### config.mk
export PLATFORM = sky130hd
export DESIGN_NAME = c_keyword_token_counter_top
export DESIGN_NICKNAME = d
export VERILOG_FILES = /design/src/hdl/ktc_pkg.sv /design/src/hdl/c_keyword_token_counter_top.sv
export VERILOG_INCLUDE_DIRS = /design/src /design/src/hdl
export SDC_FILE = /design/constraint.sdc
export NUM_CORES = 1
export LEC_CHECK = 0
export BUFFER_PORTS_ARGS = -buffer_cell sky130_fd_sc_hd__buf_4
export CAP_MARGIN = 20
export CORE_UTILIZATION = 60
export CTS_CLUSTER_SIZE = 40
export DETAILED_ROUTE_END_ITERATION = 6
export PLACE_DENSITY_LB_ADDON = 0.25
export SYNTH_ARGS = -nofsm -noshare
export SYNTH_HDL_FRONTEND = slang
export SYNTH_SLANG_ARGS = --single-unit
### constraint.sdc
create_clock -name clk_i -period 4.4 [get_ports clk_i]
set_clock_uncertainty 0.05 [all_clocks]
set_input_delay 1.32 -clock clk_i [delete_from_list [all_inputs] [get_ports clk_i]]
set_output_delay 1.32 -clock clk_i [all_outputs]
set_load 0.005 [all_outputs]
### src/hdl/c_keyword_token_counter_top_defines.svh
// ----------------------------------------------------------------------------
// Keyword token counter assertion macros
// Shorthand for clocked checks that are disabled while reset is asserted.
// ----------------------------------------------------------------------------
`ifndef C_KEYWORD_TOKEN_COUNTER_TOP_DEFINES_SVH
`define C_KEYWORD_TOKEN_COUNTER_TOP_DEFINES_SVH

// The consequent must hold in the same cycle as the antecedent.
`define KTC_ASSERT_NOW(lbl, ante, cons, msg) \
  lbl: assert property (@(posedge clk_i) disable iff (!rst_ni) (ante) |-> (cons)) \
    else $error(msg);

// The consequent must hold in the cycle after the antecedent.
`define KTC_ASSERT_NEXT(lbl, ante, cons, msg) \
  lbl: assert property (@(posedge clk_i) disable iff (!rst_ni) (ante) |=> (cons)) \
    else $error(msg);

`endif

### src/hdl/ktc_pkg.sv
// ----------------------------------------------------------------------------
// Keyword token counter package
// Transfer types, lexer and control state codes, and the keyword table.
// ----------------------------------------------------------------------------
package ktc_pkg;

  localparam int unsigned TABLE_SIZE = 14;

  typedef enum logic [1:0] {
    KIND_HIT    = 2'd0,
    KIND_REPORT = 2'd1,
    KIND_EMPTY  = 2'd2
  } ktc_kind_e;

  typedef enum logic [2:0] {
    MODE_IDLE    = 3'd0,
    MODE_WORD    = 3'd1,
    MODE_SLASH   = 3'd2,
    MODE_COMMENT = 3'd3,
    MODE_STAR    = 3'd4,
    MODE_STRING  = 3'd5
  } ktc_lex_mode_e;

  typedef enum logic [2:0] {
    ST_IDLE,
    ST_HIT_RD,
    ST_HIT_WR,
    ST_REP_RD,
    ST_REP_OUT,
    ST_REP_EMPTY
  } ktc_state_e;

  typedef struct packed {
    logic       action;
    logic [7:0] char_code;
  } ktc_in_t;

  typedef struct packed {
    ktc_kind_e   kind;
    logic [3:0]  keyword_index;
    logic [15:0] hit_count;
    logic        last;
  } ktc_out_t;

  // Keyword characters, first character in the lowest byte, zero padded.
  localparam logic [63:0] KW_CHARS [TABLE_SIZE] = '{
    64'h0065_6e69_6665_6423,  // #define
    64'h6564_756c_636e_6923,  // #include
    64'h0000_0000_6f74_7561,  // auto
    64'h0000_006b_6165_7262,  // break
    64'h0000_0000_6573_6163,  // case
    64'h0000_0000_7261_6863,  // char
    64'h0000_0074_736e_6f63,  // const
    64'h6575_6e69_746e_6f63,  // continue
    64'h0074_6c75_6166_6564,  // default
    64'h0000_0000_0072_6f66,  // for
    64'h6465_6e67_6973_6e75,  // unsigned
    64'h0000_0000_6469_6f76,  // void
    64'h656c_6974_616c_6f76,  // volatile
    64'h0000_0065_6c69_6877   // while
  };

  localparam logic [3:0] KW_LEN [TABLE_SIZE] = '{
    4'd7, 4'd8, 4'd4, 4'd5, 4'd4, 4'd4, 4'd5,
    4'd8, 4'd7, 4'd3, 4'd8, 4'd4, 4'd8, 4'd5
  };

endpackage

### src/hdl/c_keyword_token_counter_top.sv
// ----------------------------------------------------------------------------
// Keyword token counter: a character that ends a keyword is counted by reading its count and
// writing it back through one single-port RAM; the input is stalled meanwhile. A report emits
// one entry per nonzero count, stepping past zero entries below the last nonzero one, or a
// single empty entry when no count is set; output stalls hold it. Reset idles the lexer and
// clears per-entry valid bits; the RAM needs no clearing pass.
// ----------------------------------------------------------------------------
`include "c_keyword_token_counter_top_defines.svh"

module c_keyword_token_counter_top
  import ktc_pkg::*;
#(
  parameter int unsigned KEYWORD_COUNT = 14,
  parameter int unsigned MAX_KEY_CHARS = 8,
  parameter int unsigned COUNT_BITS    = 16
) (
  input  logic     clk_i,
  input  logic     rst_ni,
  input  logic     in_valid_i,
  output logic     in_stall_o,
  input  ktc_in_t  in_data_i,
  output logic     out_valid_o,
  input  logic     out_stall_i,
  output ktc_out_t out_data_o
);

  localparam int unsigned NUM_KEYS = (KEYWORD_COUNT < TABLE_SIZE) ? KEYWORD_COUNT : TABLE_SIZE;
  localparam int unsigned IDX_W    = (NUM_KEYS > 1) ? $clog2(NUM_KEYS) : 1;
  localparam int unsigned WORD_W   = 8 * MAX_KEY_CHARS;
  localparam int unsigned LEN_W    = $clog2(MAX_KEY_CHARS + 2);
  localparam int unsigned EXT_W    = (COUNT_BITS > 16) ? COUNT_BITS : 16;

  ktc_state_e              state_q, state_d;
  ktc_lex_mode_e           mode_q, mode_d;
  logic [WORD_W-1:0]       word_q, word_d;
  logic [LEN_W-1:0]        len_q, len_d;
  logic [IDX_W-1:0]        hit_idx_q, hit_idx_d;
  logic                    report_q;
  logic [IDX_W-1:0]        rep_idx_q, rep_idx_d;
  logic [NUM_KEYS-1:0]     cnt_vld_q;
  logic [COUNT_BITS-1:0]   count_mem [NUM_KEYS];
  logic [COUNT_BITS-1:0]   rdata_q;
  logic                    out_valid_q;
  ktc_out_t                out_data_q;

  logic                    in_xfer;
  logic                    slot_free;
  logic                    finish;
  logic                    is_report;
  logic                    hit;
  logic [7:0]              c;
  logic                    is_alpha, is_digit, starts_word;
  logic [WORD_W-1:0]       word_app;
  logic                    len_ok;
  logic                    more_above;
  logic [COUNT_BITS-1:0]   cnt_cur, cnt_new;
  logic [EXT_W-1:0]        cnt_ext;

  logic                    mem_re, mem_we, out_load, rep_step;
  ktc_kind_e               out_kind;
  logic                    out_last;

  assign in_stall_o  = (state_q != ST_IDLE);
  assign in_xfer     = in_valid_i && !in_stall_o;
  assign slot_free   = !out_valid_q || !out_stall_i;
  assign out_valid_o = out_valid_q;
  assign out_data_o  = out_data_q;

  assign c           = in_data_i.char_code;
  assign is_report   = in_data_i.action;
  assign is_alpha    = (c >= "a" && c <= "z") || (c >= "A" && c <= "Z");
  assign is_digit    = (c >= "0" && c <= "9");
  assign starts_word = is_alpha || (c == "_") || (c == "#");
  assign len_ok      = (len_q != '0) && (len_q <= LEN_W'(MAX_KEY_CHARS));

  always_comb begin
    word_app = word_q;
    for (int j = 0; j < MAX_KEY_CHARS; j++) begin
      if (LEN_W'(j) == len_q) begin
        word_app[8*j +: 8] = c;
      end
    end
  end

  always_comb begin
    hit       = 1'b0;
    hit_idx_d = '0;
    for (int k = 0; k < NUM_KEYS; k++) begin
      if (!hit && len_ok && (word_q == KW_CHARS[k][WORD_W-1:0]) &&
          (4'(len_q) == KW_LEN[k])) begin
        hit       = 1'b1;
        hit_idx_d = IDX_W'(k);
      end
    end
  end

  always_comb begin
    mode_d = mode_q;
    word_d = word_q;
    len_d  = len_q;
    finish = 1'b0;
    if (is_report) begin
      finish = (mode_q == MODE_WORD);
      mode_d = MODE_IDLE;
      word_d = '0;
      len_d  = '0;
    end else begin
      case (mode_q)
        MODE_WORD: begin
          if (is_alpha || is_digit || c == "_") begin
            if (len_q < LEN_W'(MAX_KEY_CHARS)) begin
              word_d = word_app;
              len_d  = len_q + 1'b1;
            end else begin
              len_d = LEN_W'(MAX_KEY_CHARS + 1);
            end
          end else begin
            finish = 1'b1;
          end
        end
        MODE_SLASH: begin
          if (c == "*") begin
            mode_d = MODE_COMMENT;
          end
        end
        MODE_COMMENT: begin
          if (c == "*") begin
            mode_d = MODE_STAR;
          end
        end
        MODE_STAR: begin
          if (c == "/") begin
            mode_d = MODE_IDLE;
          end else if (c != "*") begin
            mode_d = MODE_COMMENT;
          end
        end
        MODE_STRING: begin
          if (c == "\"") begin
            mode_d = MODE_IDLE;
          end
        end
        default: begin
        end
      endcase
      // A character seen outside a word, including after an ended word or a lone slash.
      if (finish || (mode_q == MODE_SLASH && c != "*") ||
          (mode_q != MODE_WORD && mode_q != MODE_SLASH && mode_q != MODE_COMMENT &&
           mode_q != MODE_STAR && mode_q != MODE_STRING)) begin
        word_d = '0;
        len_d  = '0;
        if (starts_word) begin
          word_d[7:0] = c;
          len_d       = LEN_W'(1);
          mode_d      = MODE_WORD;
        end else if (c == "/") begin
          mode_d = MODE_SLASH;
        end else if (c == "\"") begin
          mode_d = MODE_STRING;
        end else begin
          mode_d = MODE_IDLE;
        end
      end
    end
  end

  always_comb begin
    more_above = 1'b0;
    for (int k = 0; k < NUM_KEYS; k++) begin
      if (k > int'(rep_idx_q) && cnt_vld_q[k]) begin
        more_above = 1'b1;
      end
    end
  end

  assign cnt_cur = cnt_vld_q[hit_idx_q] ? rdata_q : '0;
  assign cnt_new = (cnt_cur == {COUNT_BITS{1'b1}}) ? cnt_cur : cnt_cur + 1'b1;
  assign cnt_ext = EXT_W'((state_q == ST_HIT_WR) ? cnt_new : rdata_q);

  always_comb begin
    state_d = state_q;
    case (state_q)
      ST_IDLE: begin
        if (in_xfer) begin
          if (finish && hit) begin
            state_d = ST_HIT_RD;
          end else if (is_report) begin
            state_d = (cnt_vld_q == '0) ? ST_REP_EMPTY : ST_REP_RD;
          end
        end
      end
      ST_HIT_RD: begin
        state_d = ST_HIT_WR;
      end
      ST_HIT_WR: begin
        if (slot_free) begin
          state_d = report_q ? ST_REP_RD : ST_IDLE;
        end
      end
      ST_REP_RD: begin
        if (cnt_vld_q[rep_idx_q]) begin
          state_d = ST_REP_OUT;
        end
      end
      ST_REP_OUT: begin
        if (slot_free) begin
          state_d = more_above ? ST_REP_RD : ST_IDLE;
        end
      end
      ST_REP_EMPTY: begin
        if (slot_free) begin
          state_d = ST_IDLE;
        end
      end
      default: begin
        state_d = ST_IDLE;
      end
    endcase
  end

  always_comb begin
    mem_re   = 1'b0;
    mem_we   = 1'b0;
    out_load = 1'b0;
    rep_step = 1'b0;
    out_kind = KIND_HIT;
    out_last = 1'b0;
    case (state_q)
      ST_HIT_RD: begin
        mem_re = 1'b1;
      end
      ST_HIT_WR: begin
        mem_we   = slot_free;
        out_load = slot_free;
        out_kind = KIND_HIT;
        out_last = !report_q;
      end
      ST_REP_RD: begin
        mem_re   = cnt_vld_q[rep_idx_q];
        rep_step = !cnt_vld_q[rep_idx_q];
      end
      ST_REP_OUT: begin
        out_load = slot_free;
        rep_step = slot_free;
        out_kind = KIND_REPORT;
        out_last = !more_above;
      end
      ST_REP_EMPTY: begin
        out_load = slot_free;
        out_kind = KIND_EMPTY;
        out_last = 1'b1;
      end
      default: begin
      end
    endcase
  end

  always_comb begin
    rep_idx_d = rep_idx_q;
    if (state_q == ST_IDLE || state_q == ST_HIT_WR) begin
      rep_idx_d = '0;
    end else if (rep_step) begin
      rep_idx_d = rep_idx_q + 1'b1;
    end
  end

  always_ff @(posedge clk_i or negedge rst_ni) begin
    if (!rst_ni) begin
      state_q     <= ST_IDLE;
      mode_q      <= MODE_IDLE;
      word_q      <= '0;
      len_q       <= '0;
      hit_idx_q   <= '0;
      report_q    <= 1'b0;
      rep_idx_q   <= '0;
      cnt_vld_q   <= '0;
      out_valid_q <= 1'b0;
    end else begin
      state_q   <= state_d;
      rep_idx_q <= rep_idx_d;
      if (in_xfer) begin
        mode_q    <= mode_d;
        word_q    <= word_d;
        len_q     <= len_d;
        hit_idx_q <= hit_idx_d;
        report_q  <= is_report;
      end
      if (mem_we) begin
        cnt_vld_q[hit_idx_q] <= 1'b1;
      end
      if (out_load) begin
        out_valid_q <= 1'b1;
      end else if (!out_stall_i) begin
        out_valid_q <= 1'b0;
      end
    end
  end

  always_ff @(posedge clk_i) begin
    if (out_load) begin
      out_data_q.kind          <= out_kind;
      out_data_q.keyword_index <= (out_kind == KIND_HIT)   ? 4'(hit_idx_q) :
                                  (out_kind == KIND_EMPTY) ? 4'd0 : 4'(rep_idx_q);
      out_data_q.hit_count     <= (out_kind == KIND_EMPTY) ? 16'd0 : cnt_ext[15:0];
      out_data_q.last          <= out_last;
    end
  end

  always_ff @(posedge clk_i) begin
    if (mem_we) begin
      count_mem[hit_idx_q] <= cnt_new;
    end
    if (mem_re) begin
      rdata_q <= count_mem[(state_q == ST_HIT_RD) ? hit_idx_q : rep_idx_q];
    end
  end

  `KTC_ASSERT_NEXT(a_vld_after_write, mem_we, cnt_vld_q[$past(hit_idx_q)], "Count write did not mark its entry as counted.")
  `KTC_ASSERT_NOW(a_report_counted, out_load && out_kind == KIND_REPORT, cnt_vld_q[rep_idx_q], "Report entry emitted for an uncounted keyword.")
  `KTC_ASSERT_NOW(a_empty_report, out_load && out_kind == KIND_EMPTY, cnt_vld_q == '0, "Empty report emitted while counts are nonzero.")

endmodule
; Word level (Yosys, flattened, before mapping)
; Memory sizes are Yosys's and may differ from the RTL's. A register that Yosys moved wholly into a read port is not among the register bits.
; Index checks and enable logic that the tools add are counted.
[word_totals]
register_bits = 121
latch_bits = 0
ram_bits = 224
romBits = 0
inputBits = 13
mem_count = 1
[op_classes]
n_addsub = 3
multipliers = 0
n_div = 0
order_cmp = 24
n_eq_ne = 60
shifts = 0
muxes = 110
n_bitwise = 1
n_reduce_logical = 125
[memory_table]
columns = name, depth, word_bits, rd, rd_ports_with_merged_regs, write_ports, line_no
row1 = count_mem, 14, 16, 1, 1, 1, c_keyword_token_counter_top.sv:41  ; logic [COUNT_BITS-1:0] count_mem [NUM_KEYS];
[op_table]
columns = op, n
row1 = $mux W64, 5
row2 = $eq A64 B31 Y1 const B, 4
row3 = $eq A64 B63 Y1 const B, 4
row4 = $eq A64 B39 Y1 const B, 3
row5 = $eq A64 B55 Y1 const B, 2
row6 = $mux W4, 22
row7 = $mux W8, 9
row8 = $logic_and A1 B1 Y1, 66
row9 = $eq A64 B23 Y1 const B, 1
row10 = $mux W3, 18
row11 = $mux W16, 3
row12 = $mux W1, 42
row13 = $reduce_and A5 Y1, 8
row14 = $reduce_bool A3 Y1, 12
row15 = $eq A8 B6 Y1 const B, 4
row16 = $gt A4 B4 Y1 const A, 6
row17 = $logic_not A1 Y1, 19
row18 = $pmux W3 S6, 1
row19 = $add A16 B1 Y16 const B, 1
row20 = $eq A16 B16 Y1 const B, 1
row21 = $eq A3 B4 Y1 const A, 4
row22 = $ge A8 B7 Y1 const B, 2
row23 = $gt A3 B4 Y1 const A, 4
row24 = $le A8 B7 Y1 const B, 2
row25 = other kinds (47), 80

; Longest topological paths before layout
[logic_depth]
word_depth = 74
depth_mapped = 15
depth_no_buf = 12

; Worst setup path before layout
; Ideal clock, no wire load.
[synth_path]
path_type = register to register
from = register hit_idx_q[0]
to = memory count_mem[0][6], data pin
setup_time_ns = 0.263
t_arrival_ns = 3.378
required_time_ns = 4.087
path_slack_ns = 0.709
stages_incl_launch_ff = 14
path_cell_list = dfrtp_1 -> buf_2 -> mux4_2 -> inv_1 -> o221a_2 -> buf_2 -> nor2b_1 -> ha_1 -> nand2_1 -> or3_1 -> o311ai_0 -> nor2_1 -> xnor2_1 -> nor2_1
[synth_via]
elab_chain_len = 5
[synth_lines]
columns = element, line_no
row1 = from (decl), c_keyword_token_counter_top.sv:37  ; logic [IDX_W-1:0] hit_idx_q, hit_idx_d;
row2 = from (signal assigned), c_keyword_token_counter_top.sv:285  ; hit_idx_q <= hit_idx_d;
row3 = $bmux W1 S4 *, c_keyword_token_counter_top.sv:176  ; assign cnt_cur = cnt_vld_q[hit_idx_q] ? rdata_q : '0;
row4 = $mux W1 (not written as such) *, c_keyword_token_counter_top.sv:176
row5 = $mux W16 *, c_keyword_token_counter_top.sv:176
row6 = $add A16 B1 Y16 / $eq A16 B16 Y1 (equally long branches), c_keyword_token_counter_top.sv:177  ; assign cnt_new = (cnt_cur == {COUNT_BITS{1'b1}}) ? cnt_cur : cnt_cur + 1'b1;
row7 = $mux W16 *, c_keyword_token_counter_top.sv:177
row8 = via cnt_new[6], c_keyword_token_counter_top.sv:56  ; logic [COUNT_BITS-1:0] cnt_cur, cnt_new;
row9 = to (decl), c_keyword_token_counter_top.sv:41
; The timed path passes the listed nets; every way through them passes the cells marked *. The select of a mux whose other input is x is not followed.

; Worst setup path after layout
[layout_path]
from = register hit_idx_q[0]
to = memory count_mem[3][13], data pin
; The elaborated chain is that of the path after synthesis.

==> summary.txt <==
Die
  – Core area: 26,800 um2
  – Die H: 167 um
  – Rows: 60
  – I/O pin total: 38
  – Initial Util: 60.9%
  – Chip Width: 167 um
  – Full die area: 27,900 um2

Synth
  – Seq/Total Area, Yosys: 63.4%
  – Syn avg cell area: 14.7 um2
  – Syn nets: 1,134
  – Asr flop ratio synth: 27.1%
  – Synth cell types: 78
  – Yosys reg bits: 361
  – Primary FF master, synth: edfxtp_1
  – Syn Std Cell Area: 16,300 um2
  – Ys Warns: 0
  – EDFF count, synth: 263
  – Synth Instances: 1,113

Detailed routing
  – Vias per cell: 6.68
  – Wire length per cell: 25.3 um
  – Remaining antenna violation count: 0
  – Drt first pass iters: 7
  – DR vias: 10,329
  – DRC Markers: 0
  – Detailed Route WL: 39,100 um
  – Initial DRC Count: 1,178

Final layout
  – Final nets: 1,197
  – Area of the multi-input gates: 5700 um2
  – Antenna Cells: 0
  – Fin area: 18,500 um2
  – FF+latch area: 10,300 um2
  – Non-filler cells, final: 1,547
  – Fillers: 1,796
  – Area grow syn2layout: 13.4%
  – Share of cells above drive strength 1: 23.4%

STA
  – Shortest period the worst path allows: 4.00 ns
  – Relative slew margins: 37.0%
  – Minimum hold slack: 0.453 ns
  – Hold Vio Cnt, Final: 0
  – Setup WS post-layout: 0.403 ns
  – Final setup TNS: 0 ns
  – RSZ-0062 raised after global routing: no
  – Fin crit share: 90.8%
  – Max Slew Vio Count: 0
  – Worst Tran Pin Value: 0.945 ns
  – Fmax: 0.250 GHz
  – Setup violations, final: 0

Placed design
  – DP Area: 17,200 um2
  – Post-DP HPWL: 24,700 um
  – Gpl congestion: 0.967
  – Dpl ws: 0.452 ns
  – Port bufs: 37
  – Placed insts: 1,476

Clock tree
  – CTS H-Tree Depth: 2
  – Post-CTS Hold Fix Bufs: 0
  – Clk buf depth: 3
  – Post-CTS Resized: 0
  – Clk slew on worst S/H paths: 0.06 ns
  – Cell at the root of the clock tree: clkbuf_16
  – Number of setup buffers added after CTS: 0
  – Num CTS Buffers: 38
  – Worst-Skew Late Latency: 0.53 ns
  – CTS sink count: 361
  – CTS tree: done

Run status
  – Outcome: completed

Global routing
  – GRT overflow: 0
  – Overall routing resource usage: 28.7%
  – Vias in the first global route: 9,963
  – First-pass GRT wire length: 59,900 um
  – Initial antenna violation count: 0
  – Largest net degree at the start of global routing: 76

Worst hold path
  – Hold Path Cell Cnt: 1
  – Hold WC Path Type: reg -> reg

Worst setup path
  – Worst-path cell chain: mux4_2, mux2i_1, o221a_2, nor2b_1, ha_1, nand2_1, or3_1, o311a_1, nand4b_1, xor2_1, nor2_1
  – Worst-path fanout max: 14
  – R2R depth: 11
  – CP required: 4.54 ns
  – Max stage delay on crit path: 0.71 ns
  – CP Data Arrival Time: 4.14 ns
  – Slowest CP cell: nor2_1
  – Family with the most delay on the worst path: simple AND/OR/NAND/NOR gates
  – CP endpoint kind: flop
  – Crit path kind: reg -> reg
  – WP buf/inv: 0
  – Worst setup SP type: flop
  – Number of cells on the critical path: 11

Pwr
  – Pwr Density: 669 nW/um2
  – Maximum vdd drop: 0.309 mV
  – Leak: 6.61 nW

Job
  – Max-cap violations: 0
-- layout make-up --
cell class | count | share of cell area (%)
clock buffers | 49 | 5.75
clock inverters | 21 | 1.32
inverters | 28 | 0.568
multi-input cells | 671 | 30.8
flip-flops and latches | 361 | 55.9
well taps | 341 | 2.31
repair buffers | 76 | 3.33
-- cell families after synthesis --
| kind of cell | count (synthesis) | synth area share, % |
|---|---|---|
| DFF | 361 | 63.4 |
| buffers and inverters | 81 | 2.20 |
| and+or+nand+nor | 379 | 13.4 |
| AOI/OAI and AO/OA | 170 | 8.05 |
| xor gates and xnor gates | 15 | 0.805 |
| adders and majority gates | 8 | 0.613 |
| muxes | 99 | 11.6 |
-- cell usage after synthesis, drive strengths merged (11+ instances only) --
cell type | number | area share (%)
nor4 | 19 | 0.77
mux2 | 19 | 1.3
buf | 23 | 0.87
o31ai | 16 | 0.80
nor2b | 17 | 0.65
nand2b | 12 | 0.46
mux4 | 69 | 9.5
clkbuf | 30 | 0.69
dfrtp | 98 | 15
and2 | 20 | 0.77
inv | 28 | 0.64
nand2 | 66 | 1.5
and3 | 11 | 0.42
a32o | 29 | 1.8
or2 | 17 | 0.65
nor2 | 69 | 1.7
a21oi | 18 | 0.57
a22o | 25 | 1.3
edfxtp | 263 | 48
nor3 | 28 | 0.86
nand4 | 23 | 0.88
mux2i | 11 | 0.75
nand3 | 24 | 0.74
o21ai | 39 | 1.3
nand4b | 13 | 0.70
-- flip-flops by register name, indices dropped and copies added (netlist names) --
name,flops
mode_q,3
count_mem,224
out_data_o,23
hit_idx_q,4
state_q,3
cnt_vld_q,14
word_q,64
rdata_q,16
out_valid_o,1
rep_idx_q,4
report_q,1
len_q,4
-- power breakdown --
part           internal (W)  total (W)  switching (W)
sequential          0.00480    0.00524       0.000438
combinational       0.00164    0.00385        0.00221
clock               0.00201    0.00329        0.00128
-- metal layers --
layer / GRT usage, % / wire length [um]
met2: 45.0 / 18500
met4: 9.06 / 1040
met1: 42.1 / 16500
met5: 0 / 0
met3: 4.11 / 2990
-- worst paths after layout --
kind / startpoint / endpoint / slack, ns
worst max register to register: hit_idx_q[0] / count_mem[3][13] / 0.40
min in group asynchronous: rst_ni / word_q[60] / 0.90
worst max-delay path: hit_idx_q[0] / count_mem[3][13] / 0.40
worst min register to register: word_q[15] / word_q[15] / 0.45
max in group asynchronous: rst_ni / cnt_vld_q[10] / 2.63
worst min-delay path: word_q[15] / word_q[15] / 0.45
-- cell usage in the layout (no fill, tap or decap), drive strengths merged, types with 23 or more instances in the layout --
cell type and n:
nor3 28, dfrtp 98, mux4 69, nor2 69
nand2 66, buf 76, a32o 29, clkbuf 49
o21ai 39, nand3 24, a22o 25, nand4 23
edfxtp 263, inv 28
-- worst reg2reg max path, cell delays in order, from the launching register on --
cell	delay, ns
dfrtp_1	0.64
mux4_2	0.57
mux2i_1	0.17
o221a_2	0.26
nor2b_1	0.06
ha_1	0.27
nand2_1	0.10
or3_1	0.13
o311a_1	0.28
nand4b_1	0.23
xor2_1	0.20
nor2_1	0.71
-- stage by stage --
stage | power, W | utilization, %
global placement | 0.00898 | 64.1
global route | 0.0129 | 69.1
CTS | 0.0124 | 69.0
floorplan | 0.00781 | -
finish | 0.0124 | 69.1
detailed placement | 0.00909 | 64.1
Power figures use the tool's default switching activity.
